### src/sv/utf8_stream_decoder_top_assert.svh
// assertion macros for the utf8 stream decoder
// used by utf8_stream_decoder_top; no other dependencies
`ifndef UTF8_STREAM_DECODER_TOP_ASSERT_SVH
`define UTF8_STREAM_DECODER_TOP_ASSERT_SVH
`ifndef NO_ASSERTIONS
// condition must hold at every edge out of reset
`define U8SD_ASSERT_ALWAYS(lbl, clk, rst_n, expr) \
	lbl: assert property (@(posedge clk) disable iff (!rst_n) (expr)) \
		else $error("utf8 stream decoder check failed");
// consequent must hold in the same cycle as the antecedent
`define U8SD_ASSERT_IMPLIES(lbl, clk, rst_n, ante, cons) \
	lbl: assert property (@(posedge clk) disable iff (!rst_n) (ante) |-> (cons)) \
		else $error("utf8 stream decoder check failed");
// consequent must hold in the cycle after the antecedent
`define U8SD_ASSERT_NEXT(lbl, clk, rst_n, ante, cons) \
	lbl: assert property (@(posedge clk) disable iff (!rst_n) (ante) |=> (cons)) \
		else $error("utf8 stream decoder check failed");
`else
`define U8SD_ASSERT_ALWAYS(lbl, clk, rst_n, expr)
`define U8SD_ASSERT_IMPLIES(lbl, clk, rst_n, ante, cons)
`define U8SD_ASSERT_NEXT(lbl, clk, rst_n, ante, cons)
`endif
`endif

### src/sv/utf8sd_pkg.sv
// types and constants for the utf8 stream decoder
// no dependencies; used by every module of the block
`timescale 1ns / 1ps
package utf8sd_pkg;

	localparam int unsigned CP_W = 21;

	// byte class masks and patterns
	localparam logic [7:0] MASK_CONT  = 8'hC0;
	localparam logic [7:0] PAT_CONT   = 8'h80;
	localparam logic [7:0] MASK_LEAD2 = 8'hE0;
	localparam logic [7:0] PAT_LEAD2  = 8'hC0;
	localparam logic [7:0] MASK_LEAD3 = 8'hF0;
	localparam logic [7:0] PAT_LEAD3  = 8'hE0;
	localparam logic [7:0] MASK_LEAD4 = 8'hF8;
	localparam logic [7:0] PAT_LEAD4  = 8'hF0;
	localparam logic [7:0] BITS_CONT  = 8'h3F;
	localparam logic [7:0] BITS_LEAD2 = 8'h1F;
	localparam logic [7:0] BITS_LEAD3 = 8'h0F;
	localparam logic [7:0] BITS_LEAD4 = 8'h07;

	// input item: one byte of text
	typedef struct packed {
		logic [7:0] byte_in;
		logic       last_byte;
	} in_item_t;

	// result item: one code point
	typedef struct packed {
		logic [CP_W-1:0] code_point;
		logic            bad;
		logic            last_out;
	} out_item_t;

	// results caused by one byte: pre bad zeros, optional main result, then
	// bad zeros up to total
	typedef struct packed {
		logic [1:0]      pre;
		logic            has_main;
		logic [CP_W-1:0] main_cp;
		logic            main_bad;
		logic [2:0]      total;
		logic            last;
	} burst_t;

endpackage

### src/sv/utf8sd_decode.sv
// byte decoder: sequence state registers and the per-byte result burst
// depends on utf8sd_pkg
`timescale 1ns / 1ps
module utf8sd_decode (
	input  logic                 clk,
	input  logic                 arst_n,
	input  utf8sd_pkg::in_item_t item,
	input  logic                 advance,
	output utf8sd_pkg::burst_t   burst
);

	logic [utf8sd_pkg::CP_W-1:0] partial_q, partial_d;
	logic [1:0]                  need_q, need_d;
	logic [1:0]                  taken_q, taken_d;

	// decode one byte against the pending sequence
	always_comb begin
		logic [7:0] b;
		logic       cont;
		logic [1:0] post;
		b         = item.byte_in;
		cont      = (b & utf8sd_pkg::MASK_CONT) == utf8sd_pkg::PAT_CONT;
		partial_d = partial_q;
		need_d    = need_q;
		taken_d   = taken_q;
		post      = 2'd0;
		burst     = '0;
		if (need_q != 2'd0 && cont) begin
			// continuation gathers six more bits
			partial_d = {partial_q[utf8sd_pkg::CP_W-7:0], b[5:0]};
			need_d    = need_q - 2'd1;
			if (need_d == 2'd0) begin
				burst.has_main = 1'b1;
				burst.main_cp  = partial_d;
				partial_d      = '0;
				taken_d        = 2'd0;
			end else begin
				taken_d = taken_q + 2'd1;
			end
		end else begin
			// broken sequence gives a bad zero for the lead and each continuation
			if (need_q != 2'd0) begin
				burst.pre = taken_q + 2'd1;
			end
			partial_d = '0;
			need_d    = 2'd0;
			taken_d   = 2'd0;
			if (b[7] == 1'b0) begin
				burst.has_main = 1'b1;
				burst.main_cp  = utf8sd_pkg::CP_W'(b);
			end else if ((b & utf8sd_pkg::MASK_LEAD2) == utf8sd_pkg::PAT_LEAD2) begin
				partial_d = utf8sd_pkg::CP_W'(b & utf8sd_pkg::BITS_LEAD2);
				need_d    = 2'd1;
			end else if ((b & utf8sd_pkg::MASK_LEAD3) == utf8sd_pkg::PAT_LEAD3) begin
				partial_d = utf8sd_pkg::CP_W'(b & utf8sd_pkg::BITS_LEAD3);
				need_d    = 2'd2;
			end else if ((b & utf8sd_pkg::MASK_LEAD4) == utf8sd_pkg::PAT_LEAD4) begin
				partial_d = utf8sd_pkg::CP_W'(b & utf8sd_pkg::BITS_LEAD4);
				need_d    = 2'd3;
			end else begin
				// stray continuation or invalid lead
				burst.has_main = 1'b1;
				burst.main_bad = 1'b1;
			end
		end
		// last byte flushes whatever is still pending
		if (item.last_byte) begin
			if (need_d != 2'd0) begin
				post = taken_d + 2'd1;
			end
			partial_d = '0;
			need_d    = 2'd0;
			taken_d   = 2'd0;
		end
		burst.last  = item.last_byte;
		burst.total = 3'(burst.pre) + 3'(burst.has_main) + 3'(post);
	end

	// sequence state advances when the burst moves to the result stage
	always_ff @(posedge clk or negedge arst_n) begin
		if (!arst_n) begin
			partial_q <= '0;
			need_q    <= 2'd0;
			taken_q   <= 2'd0;
		end else if (advance) begin
			partial_q <= partial_d;
			need_q    <= need_d;
			taken_q   <= taken_d;
		end
	end

endmodule

### src/sv/utf8sd_emit.sv
// result stage: holds one burst and hands out its results one per cycle while cp_ready is high
// depends on utf8sd_pkg
`timescale 1ns / 1ps
module utf8sd_emit (
	input  logic                  clk,
	input  logic                  arst_n,
	input  logic                  load,
	input  utf8sd_pkg::burst_t    burst,
	output logic                  free,
	output logic                  cp_valid,
	input  logic                  cp_ready,
	output utf8sd_pkg::out_item_t cp_item
);

	utf8sd_pkg::burst_t burst_s2;
	logic [2:0]         rem_q;
	logic [1:0]         idx_q;
	logic               is_main;

	assign cp_valid = rem_q != 3'd0;
	assign free     = (rem_q == 3'd0) || (rem_q == 3'd1 && cp_ready);

	// select the result at the current position of the burst
	always_comb begin
		is_main            = burst_s2.has_main && (idx_q == burst_s2.pre);
		cp_item.code_point = is_main ? burst_s2.main_cp : '0;
		cp_item.bad        = is_main ? burst_s2.main_bad : 1'b1;
		cp_item.last_out   = burst_s2.last && (rem_q == 3'd1);
	end

	// burst payload
	always_ff @(posedge clk) begin
		if (load) begin
			burst_s2 <= burst;
		end
	end

	// position within the burst
	always_ff @(posedge clk or negedge arst_n) begin
		if (!arst_n) begin
			rem_q <= 3'd0;
			idx_q <= 2'd0;
		end else if (load) begin
			rem_q <= burst.total;
			idx_q <= 2'd0;
		end else if (cp_valid && cp_ready) begin
			rem_q <= rem_q - 3'd1;
			idx_q <= idx_q + 2'd1;
		end
	end

endmodule

### src/sv/utf8_stream_decoder_top.sv
// utf8 stream decoder: byte input register, decoder and result stage
// depends on utf8sd_pkg, utf8sd_decode, utf8sd_emit, utf8_stream_decoder_top_assert.svh
//
// Usage:
//  Byte channel (byte_valid/byte_ready/byte_item) takes one byte of UTF-8
//  text per item; last_byte marks the end of a string and flushes any
//  unfinished sequence as bad zeros.
//  Code point channel (cp_valid/cp_ready/cp_item) gives decoded code points;
//  malformed bytes give code point 0 with bad set. last_out marks the final
//  result caused by the final byte.
//  A byte passes the input register and then the result register, and its
//  first result is offered from the result register.
//  Throughput: one byte per cycle while each byte gives at most one result and the receiver does not stall.
//  A byte that gives n results holds the result register until all are taken
//  (at most four), and the byte channel stalls behind it.
//  Bytes inside a sequence give no result and pass at one per cycle unless stalled.
//  Reset clears the sequence state and empties both registers.
//  When the receiver stalls, the current result holds and one more byte
//  is buffered in the input register before byte_ready drops.
`timescale 1ns / 1ps
`include "utf8_stream_decoder_top_assert.svh"
module utf8_stream_decoder_top (
	input  logic                  clk,
	input  logic                  arst_n,
	input  logic                  byte_valid,
	output logic                  byte_ready,
	input  utf8sd_pkg::in_item_t  byte_item,
	output logic                  cp_valid,
	input  logic                  cp_ready,
	output utf8sd_pkg::out_item_t cp_item
);

	utf8sd_pkg::in_item_t item_s1;
	logic                 valid_s1;
	utf8sd_pkg::burst_t   burst;
	logic                 free;
	logic                 load;

	assign load       = valid_s1 && free;
	assign byte_ready = !valid_s1 || load;

	// input register
	always_ff @(posedge clk or negedge arst_n) begin
		if (!arst_n) begin
			valid_s1 <= 1'b0;
		end else if (byte_valid && byte_ready) begin
			valid_s1 <= 1'b1;
		end else if (load) begin
			valid_s1 <= 1'b0;
		end
	end

	always_ff @(posedge clk) begin
		if (byte_valid && byte_ready) begin
			item_s1 <= byte_item;
		end
	end

	// decoder with sequence state
	utf8sd_decode u_decode (
		.clk     (clk),
		.arst_n  (arst_n),
		.item    (item_s1),
		.advance (load),
		.burst   (burst)
	);

	// result stage
	utf8sd_emit u_emit (
		.clk      (clk),
		.arst_n   (arst_n),
		.load     (load),
		.burst    (burst),
		.free     (free),
		.cp_valid (cp_valid),
		.cp_ready (cp_ready),
		.cp_item  (cp_item)
	);

	// checks
	`U8SD_ASSERT_IMPLIES(a_last_has_result, clk, arst_n, load && burst.last, burst.total != 3'd0)
	`U8SD_ASSERT_ALWAYS(a_burst_bounded, clk, arst_n, !load || burst.total <= 3'd4)
	`U8SD_ASSERT_IMPLIES(a_stall_cause, clk, arst_n, !byte_ready, valid_s1 && cp_valid)
	`U8SD_ASSERT_NEXT(a_load_shows, clk, arst_n, load && burst.total != 3'd0, cp_valid)

endmodule

### config.mk
export PLATFORM = sky130hd
export DESIGN_NAME = utf8_stream_decoder_top
export DESIGN_NICKNAME = d
export VERILOG_FILES = /design/src/sv/utf8sd_pkg.sv /design/src/sv/utf8sd_decode.sv /design/src/sv/utf8sd_emit.sv /design/src/sv/utf8_stream_decoder_top.sv
export VERILOG_INCLUDE_DIRS = /design/src /design/src/sv
export SDC_FILE = /design/constraint.sdc
export NUM_CORES = 1
export LEC_CHECK = 0
export ABC_AREA = 1
export BUFFER_PORTS_ARGS = -buffer_cell sky130_fd_sc_hd__clkbuf_2
export CAP_MARGIN = 20
export CORE_UTILIZATION = 60
export DETAILED_ROUTE_END_ITERATION = 8
export PLACE_DENSITY = 0.81
export SLEW_MARGIN = 15
export SYNTH_ARGS = -nofsm -noshare
export SYNTH_HDL_FRONTEND = slang
export SYNTH_HIERARCHICAL = 1
export SYNTH_SLANG_ARGS = --single-unit
export TNS_END_PERCENT = 30
### constraint.sdc
create_clock -name clk -period 3.7 [get_ports clk]
set_input_delay 0.925 -clock clk [delete_from_list [all_inputs] [get_ports clk]]
set_output_delay 0.925 -clock clk [all_outputs]
set_load 0.02 [all_outputs]
---- After elaboration in Yosys (flattened, before gate mapping) ----
Cells that the tools add are included.
word-level totals
  input port bits ......................... 13
  register bits after elaboration ......... 60
  logic and storage cells ................. 80
cells by class
  bitwise logic cells ..................... 1
  equal/unequal tests ..................... 6
  muxes and demuxes ....................... 35
  reduce and logical (&&, ||, !) cells .... 18
  $add $sub $neg .......................... 7
operator list
  operator                                                                number
  15-bit two-way mux                                                      5
  22-bit two-way mux                                                      2
  2-bit two-way mux                                                       15
  21-bit two-way mux                                                      1
  3-bit two-way mux                                                       3
  2-bit nonzero test                                                      4
  1-bit logical AND                                                       7
  1-bit two-way mux                                                       7
  7-bit two-way mux                                                       1
  2-bit by 1-bit adder with 2-bit output (second input constant)          3
  5-bit equality test (second input constant)                             1
  4-bit equality test (second input constant)                             1
  4-bit two-way mux                                                       1
  2-bit by 1-bit adder with 3-bit output                                  1
  3-bit by 2-bit adder with 3-bit output                                  1
  3-bit by 1-bit equality test with 1-bit output (second input constant)  1
  3-bit equality test (second input constant)                             1
  3-bit logical NOT                                                       1
  3-bit nonzero test                                                      1
  3-bit by 1-bit subtractor with 3-bit output (second input constant)     1
  2-bit equality test                                                     1
  2-bit equality test (second input constant)                             1
  2-bit logical NOT                                                       1
  1-bit logical OR                                                        2
  other kinds (4)                                                         4

---- Logic depth before layout (Yosys ltp) ----
  depth in word-level cells ............... 11
  depth in mapped cells ................... 18
  depth with buffers taken out ............ 18

---- Cells and area by module ----
Netlist, hierarchy kept.
by module, submodules not included
  module                   instances  seq. area each (µm²)  area an instance (µm²)  cells each
  utf8sd_emit              1          905.9                 1372.6                  125
  utf8sd_decode            1          475.5                 1141.1                  151
  utf8_stream_decoder_top  1          295.3                 322.8                   17

---- Worst setup path before layout ----
Ideal clock, no wire load.
  path kind ............................... input to register
  from .................................... input port cp_ready
  to ...................................... register u_decode/partial_q[5] in the netlist's numbering
  path buffers ............................ 1
  required time ........................... 3.606 ns
  setup time .............................. 0.094 ns
  arrival time ............................ 2.680 ns
  setup slack ............................. 0.926 ns
  cell stages on the path ................. 9
  cell sequence ........................... inv_1 > o21ai_0 > nand2_1 > inv_1 > inv_1 > nor2_4 > nand3_2 > buf_6 > o22ai_1
on the way
  longest elaborated chain between the ends .. 3
ends and longest elaborated chain
  element                 RTL line                       RTL
  start: declaration      utf8_stream_decoder_top.sv:29  input logic cp_ready,
  1-bit logical AND       utf8sd_emit.sv:21              assign free = (rem_q == 3'd0) || (rem_q == 3'd1 && cp_ready);
  1-bit logical OR        utf8sd_emit.sv:21
  net free                utf8_stream_decoder_top.sv:36  logic free;
  1-bit logical AND       utf8_stream_decoder_top.sv:39  assign load = valid_s1 && free;
  net load                utf8_stream_decoder_top.sv:37  logic load;
  end signal: assignment  utf8sd_decode.sv:86            partial_q <= partial_d;
  end: declaration        utf8sd_decode.sv:12            logic [utf8sd_pkg::CP_W-1:0] partial_q, partial_d;
The timed path passes the listed nets, and every way through them passes these cells.
A chain may end at the register's enable or synchronous reset.

==> summary.txt <==
Synthesis
  • Largest cells by area after synthesis: edfxtp_1, dfrtp_1, inv_1, nand2_1, nor3_1
  • Syn_area_per_cell: ~9.7 µm²
  • Post-synth net total: around 310
  • Largest area contributor in the netlist: edfxtp_1
  • Area share of the largest cell type after synthesis: 0.371
  • Mapped cell area: 2840 µm²
  • Seq cells post-synth: 60
  • Gate Count Post-Synth: 293
  • Register area share after synthesis: 0.591
  • Synth cell types: 27
  • Yosys warns: 6

Clocking
  • Max Root-Sink Buffers: 2
  • Skew-Pair Late Insertion Delay: 330 ps
  • CTS tree: built
  • Root buffer cell: clkbuf_8
  • Cts hold-fix bufs: 0
  • Worst-path clk slew: approximately 70 ps
  • H-tree depth: 3
  • CTS buffer count: 9
  • Post-cts sizing count: 0
  • Setup bufs post-CTS: 0
  • Clk sinks: 60

Worst setup path
  • Buffers plus inverters on the worst setup path: 1
  • Worst Setup End Kind: primary output
  • CP max stage cell: xor2_2
  • Reg2reg end: u_emit/rem_q[1]
  • CP Class: reg -> out
  • Delay of the slowest cell on the worst path: around 740 ps
  • Crit-path cells: xor2_2 > nor2_1 > nand2_1 > clkbuf_2
  • Startpoint Class: flip-flop
  • Crit path max-delay family: XOR/XNOR gates
  • R2R depth: 16
  • Crit-path max FO: 22
  • Critical Path AT: 1880 ps
  • Worst path required time: approximately 2800 ps
  • Reg2Reg Launch Point: u_decode/need_q[0]
  • Worst reg2reg setup slack: about 980 ps

Power
  • Internal power: around 1.6 mW
  • Sw power: roughly 1.1 mW
  • Power Dens Cells: ~840 nW/µm²
  • P_leak: ~1.5 nW
  • Clock power frac: 0.208
  • Sequential share of power: 0.403
  • Power Total: between 2 and 3 mW
  • Peak VDD IR: 0.000453 V
  • Switching Share: 0.404
  • Comb pwr share: 0.389

Cells and area
  • Net total in the final layout: 354
  • Finished Cell Area: between 3000 and 4000 µm²
  • Fill count: 317
  • Antenna diodes: 0
  • Fraction of layout cells with a size suffix above 1: 0.186
  • Area growth, synth to finish: 13.5%
  • Post-layout util: 0.725

Floorplan
  • DIE WIDTH: approximately 71 µm
  • Initial core utilization: 0.638
  • Core ar.: 4440 µm²
  • Die height: slightly above 70 µm
  • Die area: roughly 5000 µm²
  • Rows: 24
  • I/O pin count: 38

Drt
  • WL/cell: 12.3 µm
  • Total Wirelength: approximately 4800 µm
  • Vias after detailed routing: ~2000
  • DRC Markers: 4
  • Iter 0 DRT Violations: 145
  • DR vias/cell: about 5.0
  • Routed Antenna Nets: 0
  • Pre-Repair DR Iteration Count: 6

Global route
  • Total gr overflow: 0
  • First-pass GRT wire length: 7740 µm
  • Vias in the first global route: 1712
  • Antenna violations before repair: 0
  • Largest net degree at the start of global routing: 47
  • GRT Total Usage: 0.212

Run status
  • Failing checks: DRC
  • Status: finished with violations

Timing
  • Clock skew: a little over 7 ps
  • Hold Vio Cnt, Final: 0
  • Fin crit period: 2800 ps
  • Final Setup Violations: 0
  • RSZ-0062 raised after global routing: false
  • Fmax: about 360 MHz
  • Slew headroom: 0.414
  • Slew Limit Fails: 0
  • Fin crit share: 0.757
  • TNS Setup: 0 ps
  • Worst-margin pin slew: approximately 880 ps

Placement
  • Placer Congestion: between 0.8 and 0.9
  • # port buffers: 37
  • Post-DP HPWL: approximately 3300 µm
  • Area after DPL: roughly 3000 µm²

Hold path
  • Worst hold stages: 2
  • HP Class: reg -> reg
  • Hold Startpoint: u_decode/partial_q[1]
  • Min-Delay Endpoint: u_decode/partial_q[1]

Job
  • Max Cap Violations: 0
==> routing by layer <==
| metal | share of wire | vias to the layer above | track usage |
|---|---|---|---|
| met5 | 0 | - | 0 |
| met2 | 0.48 | 54 | 0.315 |
| met4 | 0.0052 | 0 | 0.107 |
| met3 | 0.043 | 2 | 0.0712 |
| met1 | 0.47 | 888 | 0.283 |
| li1 | - | 1014 | - |
==> cell usage in the layout, fill, tap and decap left out <==
cell type   instances
nor2_2              1
bufinv_16           1
xor2_1              1
fa_1                2
nand2_1            41
inv_1              68
xnor2_1             1
clkinv_1            1
clkinv_2            2
o22ai_1            14
nand4_1             1
nand3_1            11
clkinvlp_4          1
ha_1                5
nor3_1             25
edfxtp_1           35
xor2_2              1
nand3_4             1
nor2_4              2
o21ai_0            10
clkbuf_8           10
a21oi_1             2
nand3_2             2
a31oi_1             1
nor3_2              1
inv_2               3
clkbuf_1            1
dfrtp_1            25
clkbuf_2           37
buf_4               1
nor2_1             32
==> power groups by stage <==
stage	clock [mW]	combinational [mW]	sequential, mW
2_1_floorplan	0	0.830	1.08
3_3_place_gp	0	1.01	1.09
3_5_place_dp	0	1.05	1.10
4_1_cts	0.577	1.06	1.09
5_1_grt	0.603	1.19	1.11
6_report	0.561	1.05	1.09
==> cells in the mapped netlist <==
master    instances
a21oi_1           2
a31oi_1           1
buf_2             2
buf_4             1
buf_6             4
clkbuf_1          1
dfrtp_1          25
edfxtp_1         35
fa_1              2
ha_1              5
inv_1            68
inv_2             3
nand2_1          41
nand3_1          11
nand3_2           2
nand3_4           1
nand4_1           1
nor2_1           32
nor2_2            1
nor2_4            2
nor3_1           25
nor3_2            1
o21ai_0          10
o22ai_1          14
xnor2_1           1
xor2_1            1
xor2_2            1
==> cell families after synthesis <==
logic type / after synthesis / synth area share
compound gates: 27 / 0.0543
xor+xnor: 3 / 0.0119
fa+ha+maj: 7 / 0.0362
buf+inv: 79 / 0.117
flops: 60 / 0.591
simple gates: 117 / 0.189
==> how the worst max path moves through the flow <==
| stage | depth (start not counted) | end | start |
|---|---|---|---|
| after CTS | 4 | cp_item[1] | u_emit/idx_q[1] |
| after detailed placement | 16 | u_emit/rem_q[1] | u_decode/need_q[0] |
| after global placement | 6 | byte_ready | cp_ready |
| after floorplan | 9 | u_decode/partial_q[5] | cp_ready |
| after global routing | 4 | cp_item[1] | u_emit/idx_q[1] |
| final | 4 | cp_item[1] | u_emit/idx_q[1] |
==> layout make-up <==
| cell class | instances | area, µm² | area share |
|---|---|---|---|
| multi-input combinational | 154 | 827 | 0.257 |
| tap | 52 | 65.1 | 0.0202 |
| inverter | 71 | 267 | 0.0828 |
| clock inverter | 5 | 51.3 | 0.0159 |
| timing repair buffer | 38 | 193 | 0.0598 |
| clock buffer | 11 | 141 | 0.0439 |
| sequential | 60 | 1680 | 0.521 |
==> worst min-delay path, stage by stage, from the launching register on <==
cell and delay [ps]:
dfrtp_1 340, nand2_1 50, nand2_1 60
==> per-stage QoR <==
stage | worst slack, ps | hold WS (ps) | std cells
3_5_place_dp | 1000 | 466 | 375
6_report | 898 | 481 | 391
4_1_cts | 852 | 483 | 391
5_1_grt | 725 | 501 | 391
3_3_place_gp | 1110 | 464 | 375
2_1_floorplan | 926 | 449 | 293
==> sequential cells by signal (all words and copies together), names as in the netlist <==
signal / count
u_emit/idx_q: 2
valid_s1: 1
u_emit/burst_s2: 26
u_decode/need_q: 2
u_decode/taken_q: 2
u_decode/partial_q: 15
u_emit/rem_q: 3
item_s1: 9
Power figures use the tool's default switching activity.
